## config.mk

```make
export PLATFORM = sky130hd
export DESIGN_NAME = tbcm_mul
export DESIGN_NICKNAME = d
export VERILOG_FILES = /design/src/design/tbcm_mul.sv
export SDC_FILE = /design/constraint.sdc
export NUM_CORES = 1
export LEC_CHECK = 0
export BUFFER_PORTS_ARGS = -buffer_cell sky130_fd_sc_hd__buf_2
export CAP_MARGIN = 20
export CORE_ASPECT_RATIO = 1.4
export CORE_MARGIN = 3
export CORE_UTILIZATION = 30
export CTS_BUF_LIST = sky130_fd_sc_hd__clkbuf_4
export DETAILED_ROUTE_END_ITERATION = 6
export PLACE_DENSITY_LB_ADDON = 0.1
export SYNTH_ARGS = -nofsm -noshare
export SYNTH_HDL_FRONTEND = slang
export SYNTH_SLANG_ARGS = --single-unit
export TNS_END_PERCENT = 100
```

## constraint.sdc

```tcl
create_clock -name i_clk -period 6.5 [get_ports i_clk]
set_input_delay 1.3 -clock i_clk [delete_from_list [all_inputs] [get_ports i_clk]]
set_output_delay 1.3 -clock i_clk [all_outputs]
set_load 0.02 [all_outputs]
```

## src/design/tbcm_mul.sv

```systemverilog
// ----------------------------------------------------------------------------
// tbcm_mul
// Radix-4 serial unsigned multiplier, 48 x 32 bits, two multiplier bits a cycle.
// ----------------------------------------------------------------------------
module tbcm_mul (
    input  logic        i_clk,
    input  logic        i_rst_n,
    input  logic        i_start,
    input  logic [47:0] i_a,
    input  logic [31:0] i_b,
    output logic        o_done,
    output logic [79:0] o_p
);
    logic [79:0] r_acc, n_acc;
    logic [79:0] r_a, n_a;
    logic [31:0] r_b, n_b;
    logic [4:0]  r_cnt, n_cnt;
    logic        r_busy, n_busy;
    logic        r_done, n_done;
    logic [79:0] w_pp;

    always_comb begin
        w_pp = (r_b[0] ? r_a : 80'd0) + (r_b[1] ? {r_a[78:0], 1'b0} : 80'd0);
        n_acc = r_acc; n_a = r_a; n_b = r_b; n_cnt = r_cnt;
        n_busy = r_busy; n_done = 1'b0;
        if (i_start) begin
            n_acc = '0; n_a = {32'd0, i_a}; n_b = i_b; n_cnt = '0; n_busy = 1'b1;
        end else if (r_busy) begin
            n_acc = r_acc + w_pp;
            n_a = {r_a[77:0], 2'b00};
            n_b = {2'b00, r_b[31:2]};
            n_cnt = r_cnt + 5'd1;
            if (r_cnt == 5'd15) begin
                n_busy = 1'b0; n_done = 1'b1;
            end
        end
    end

    always_ff @(posedge i_clk) begin
        r_acc <= n_acc; r_a <= n_a; r_b <= n_b; r_cnt <= n_cnt;
        if (!i_rst_n) begin
            r_busy <= 1'b0; r_done <= 1'b0;
        end else begin
            r_busy <= n_busy; r_done <= n_done;
        end
    end

    assign o_done = r_done;
    assign o_p    = r_acc;
endmodule

```

# [Word-level counts from Yosys, hierarchy flattened]
# Cells that the tools add are included.
# Widths: inputs -> output; s select.
[totals] register_bits=199 wordCells=25 input_bits=83 output_inout_bits=81
[classes] reduce_logical=2 n_eq_ne=1 bitwise_logic=2 n_addsub=3 n_mux=10
[op_table] cell="$add 80x80->80" count=2
[op_table] cell="$mux 80" count=2
[op_table] cell="$mux 48" count=2
[op_table] cell="$mux 32" count=2
[op_table] cell="$add 5x1->5 const B" count=1
[op_table] cell="$eq 5x4->1 const B" count=1
[op_table] cell="$mux 1" count=4
[op_table] cell="$reduce_or 3->1" count=1
[op_table] cell="$not 1->1" count=2
[op_table] cell="$reduce_bool 2->1" count=1

# [Longest topological paths before layout]
[logic_depth] depth_word=4 ltp_mapped=17 mapped_depth_nobuf=16

# [Worst setup path before layout]
# OpenSTA, ideal clock, no wires.
[synth_timing] path_kind="register to register" from="reg r_b[1]" to="reg r_acc[79], in the netlist o_p[79]" path_buffers=3 t_arrival_ps=3860 setup_ps=121 period_less_slack_ps=3981 stages_incl_launch_ff=16 t_required_ps=6379 slack_ps=2519 path_cell_list="edfxtp_1 -> clkbuf_1 -> clkbuf_1 -> and2_1 -> fa_1 -> ha_1 -> clkbuf_2 -> nand4_1 -> or3_1 -> a2111oi_4 -> a211oi_4 -> o311a_1 -> o211ai_1 -> a21oi_1 -> o211ai_1 -> mux2_2"
[synth_between] elab_chain_len=3
[synth_rtl] element="from (decl)" line_no="16" source="logic [31:0] r_b, n_b;"
[synth_rtl] element="from (signal assigned)" line_no="40" source="r_acc <= n_acc; r_a <= n_a; r_b <= n_b; r_cnt <= n_cnt;"
[synth_rtl] element="$mux 80" line_no="23" source="w_pp = (r_b[0] ? r_a : 80'd0) + (r_b[1] ? {r_a[78:0], 1'b0} : 80'd0);"
[synth_rtl] element="$add 80x80->80" line_no="23"
[synth_rtl] element="$add 80x80->80" line_no="29" source="n_acc = r_acc + w_pp;"
[synth_rtl] element="to (signal assigned)" line_no="40"
[synth_rtl] element="to (decl)" line_no="14" source="logic [79:0] r_acc, n_acc;"
# No other way between the ends.
# A chain may end at the register's enable or synchronous reset.

# [Worst setup path after layout]
[layout_timing] from="reg r_b[0]" to="reg r_acc[76], in the netlist o_p[76]"
# The elaborated chain is that of the path after synthesis.

==> impl_summary.txt <==
----------------------------------------------------
[Clock network]
  H-tree lvl count ... 4
  Number of buffers added to fix hold violations after cts ... 0
  Sinks on the clock net ... 199
  Maximum root-to-sink buffer count ... 2
  Total CTS buffers ... 17
  Clock Pin Slew Worst Setup and Hold Paths ... 0.19 ns
  Clock root buffer ... clkbuf_4
  Clock tree from TritonCTS ... yes
  Post-cts gate resize count ... 0
  Total setup buffers inserted after CTS ... 0
  Insertion delay of the later-clocked pin in the worst-skew pair ... 0.70 ns

[Die]
  Site Rows ... 96
  Vert. Die Dim ... 272.1 µm
  Number of placed I/O pins ... 164
  Horizontal extent of the die ... 196.1 µm
  Effective utilization at floorplan ... between 30% and 40%
  Core area ... 49490 µm²
  Area of the die ... roughly 53000 µm²

[Layout]
  Layout cells sized above 1 ... between 15 and 20%
  Cell area after layout ... roughly 17000 µm²
  Synthesis-to-finish area growth ... 10.80%
  Fin nets ... 1935
  Final Non-Filler Cells ... 2343
  Fill cell count ... 5206

[Setup path]
  Critical-path cell list ... buf_4, and2_1, fa_1, ha_1, nand4_1, nor4_1, a2bb2oi_1, o211ai_1, a31oi_1, o21ai_0, a21oi_1, o311ai_0, a211o_1, nand3_1
  Worst flop-to-flop path startpoint ... r_b[0]$_DFFE_PP_
  Class of the most critical setup path ... reg -> reg
  Data arrival time at the worst-slack endpoint ... 5.98 ns
  Peak fanout along the critical path ... 28
  Number of buffers and inverters on the critical path ... 1
  Worst setup path startpoint ... r_b[0]$_DFFE_PP_
  Longest individual stage delay on the worst path ... 0.92 ns
  Required time of the worst setup path ... 7.11 ns
  Highest-delay cell along the critical path ... edfxtp_1
  Worst path top cell family by delay ... compound AO/OA/AOI/OAI gates
  CP endpoint kind ... flip-flop
  Critical path launch point type ... flip-flop

[Power]
  Static Leakage ... 0.007435 µW
  Power density normalized to cell area ... around 240 nW/µm²
  Largest voltage drop on the vdd net ... 111.3 µV
  Post-route total power ... 4109 µW

[Logic synthesis]
  Compound-cell area share of the yosys netlist ... 16.15%
  Adder and majority gate portion of the synthesized area ... 17.10%
  Async S/R FF share, synth ... 0%
  Main combinational cell family by area after synthesis ... simple AND/OR/NAND/NOR gates
  Synth warn ... 0
  Most used DFF post-synth ... dfxtp_1
  Synth Cell Area ... 15180 µm²
  Mux cell area share after synthesis ... 9.934%
  Synthesized area per cell ... 9.533 µm²
  Number of flops mapped to enable cells by yosys ... 80
  Post-synth net total ... 1835
  Gate count after technology mapping ... about 1.6k
  Number of different library cells in the post-synthesis netlist ... 79
  Sequential share of the synthesized area ... 31.53%
  Area share of xor/xnor cells in the synthesized design ... under 10%
  Simple-gate share of the synthesized area ... 18.37%
  Flip-flop and latch count after synthesis ... 199

[STA]
  Worst clock skew ... 0.02944 ns
  Worst slew margin relative to its limit ... 44.80%
  Setup repair after global routing missed its margin ... false
  Final critical path time including I/O delays and setup ... between 5 and 6 ns
  Number of endpoints failing setup at the final stage ... 0
  Final Max Slew Viols ... 0
  FMAX ... 186.3 MHz
  Post-route fraction of the period consumed by the critical path ... about 83%
  Final sum of negative setup slack ... 0 ns
  Actual transition at the worst max-transition pin ... 0.8259 ns
  Final hold violation count ... 0

[Job]
  Max-cap check violation count ... 0

[Global route]
  Pin count of the biggest net entering global routing ... 65
  Leftover overflow at the end of global routing ... 0
  Tot GR Track Use ... 17.55%
  Grt met1 use ... 20.60%
  Busiest layer in global routing ... met2
  Met2 Usage GRT ... ~32%
  Global-route wire length before repair ... approximately 73000 µm
  Vias in the first global route ... 12.82k
  Number of antenna violations at the first check in global routing ... 1
  GR met3 Demand/Resource ... about 3.1%

[Hold path]
  Startpoint of the most critical hold path ... r_cnt[4]$_SDFFE_PP0P_
  Class of the most critical hold timing path ... reg -> reg

[Routing]
  Aggregate routed wire length ... 46620 µm
  Residual antenna-violating net count after detailed routing ... 0
  Wire per inst ... about 20 µm
  Vias post-DR ... 12.01k
  DR iter-0 viols ... 527
  Count of TritonRoute iterations in the first routing pass ... 5
  DRC Markers ... 0
  Via density ... 5.128

[Placement]
  Area after DPL ... ~17000 µm²
  Final weighted congestion of routability-driven global placement ... 0.8457
  Placed Cells incl. Taps ... 2310
  Buffers on Ports ... 163
  DP Wirelength ... 35570 µm

[Status]
  Run status ... finished clean

----------------------------------------------------
-- through the flow --
stage / hold WS, ns / worst slack (ns) / utilization [%]
after floorplan: 0.4563 / 2.519 / -
after global placement: 0.4662 / 1.228 / 33.39
after detailed placement: 0.4771 / 1.142 / 33.39
after CTS: 0.4990 / 1.145 / 33.98
after global routing: 0.5131 / 0.7204 / 33.98
final: 0.4972 / 1.133 / 33.98
-- cell usage in the layout (no fill, tap or decap), types with 18 or more instances in the layout --
master and count:
and2_1 169, buf_2 162, nor2_1 123, dfxtp_1 118
nand2_1 103, a21oi_1 103, ha_1 81, edfxtp_1 80
fa_1 79, mux2_2 77, o21ai_0 71, mux2i_1 64
a21o_1 56, xnor2_1 39, nand4_1 34, inv_1 29
xor2_1 24, nand3_1 18, o21bai_1 18
-- cell usage after synthesis, types with 18 or more instances --
| cell | count | area share (%) |
|---|---|---|
| xnor2_1 | 39 | 2.3 |
| nand4_1 | 34 | 1.4 |
| xor2_1 | 24 | 1.4 |
| ha_1 | 81 | 6.7 |
| a21oi_1 | 103 | 3.4 |
| and2_1 | 169 | 7.0 |
| a21o_1 | 56 | 2.8 |
| mux2i_1 | 64 | 4.2 |
| o21bai_1 | 18 | 0.89 |
| nand2_1 | 104 | 2.6 |
| dfxtp_1 | 119 | 16 |
| edfxtp_1 | 80 | 16 |
| nand3_1 | 18 | 0.59 |
| fa_1 | 79 | 10 |
| o21ai_0 | 71 | 2.3 |
| mux2_2 | 77 | 5.7 |
| nor2_1 | 124 | 3.1 |
| inv_1 | 30 | 0.74 |
| clkbuf_1 | 63 | 1.6 |
-- final cells by class --
cell class | count | area, µm² | share of cell area (%)
Antenna cell | 1 | 2.502 | 0.01488
Inverter | 30 | 113.9 | 0.6771
Timing Repair Buffer | 176 | 919.6 | 5.469
Tap cell | 637 | 797.0 | 4.740
Sequential cell | 199 | 4788 | 28.47
Clock buffer | 17 | 127.6 | 0.7589
Clock inverter | 15 | 163.9 | 0.9747
Multi-Input combinational cell | 1268 | 9903 | 58.89
-- registers in the layout, summed over array words and instances, names as in the netlist --
signal	cells
r_busy	1
r_cnt	5
r_a	80
r_b	32
o_done	1
o_p	80
-- worst min-delay path: stages (launching register included) --
cell and delay, ns:
dfxtp_1 0.35, nor2_1 0.08, a211oi_1 0.05
-- logic make-up (layout without fill, tap and decap cells) --
| kind of cell | after synthesis | after routing |
|---|---|---|
| AND/OR/NAND/NOR | 536 | 536 |
| AO/OA/AOI/OAI | 368 | 368 |
| flip-flops | 199 | 199 |
| adder cells (fa/ha/maj) | 160 | 160 |
| multiplexers | 141 | 141 |
| buffers and inverters | 125 | 238 |
| XOR/XNOR | 63 | 63 |
| other | 0 | 1 |
-- power by group --
group | internal, µW | switching (µW) | total [µW]
sequential | 1440 | 144 | 1590
clock | 208 | 520 | 728
combinational | 688 | 1100 | 1790
total | 2340 | 1770 | 4110
-- per-layer routing --
metal,part of all wire [%],vias up
met4,2.1,0
met2,52,225
met3,4.0,47
li1,-,5884
met1,42,5858
met5,0,-
-- worst paths after layout --
kind	depth (start not counted)	slack (ns)	endpoint
worst max-delay path	14	1.13	o_p[76]$_SDFFE_PP0P_
worst min-delay path	2	0.50	r_cnt[4]$_SDFFE_PP0P_
worst max register to register	14	1.13	o_p[76]$_SDFFE_PP0P_
worst min register to register	2	0.50	r_cnt[4]$_SDFFE_PP0P_
Note: power is estimated with default switching activity, not from simulation.
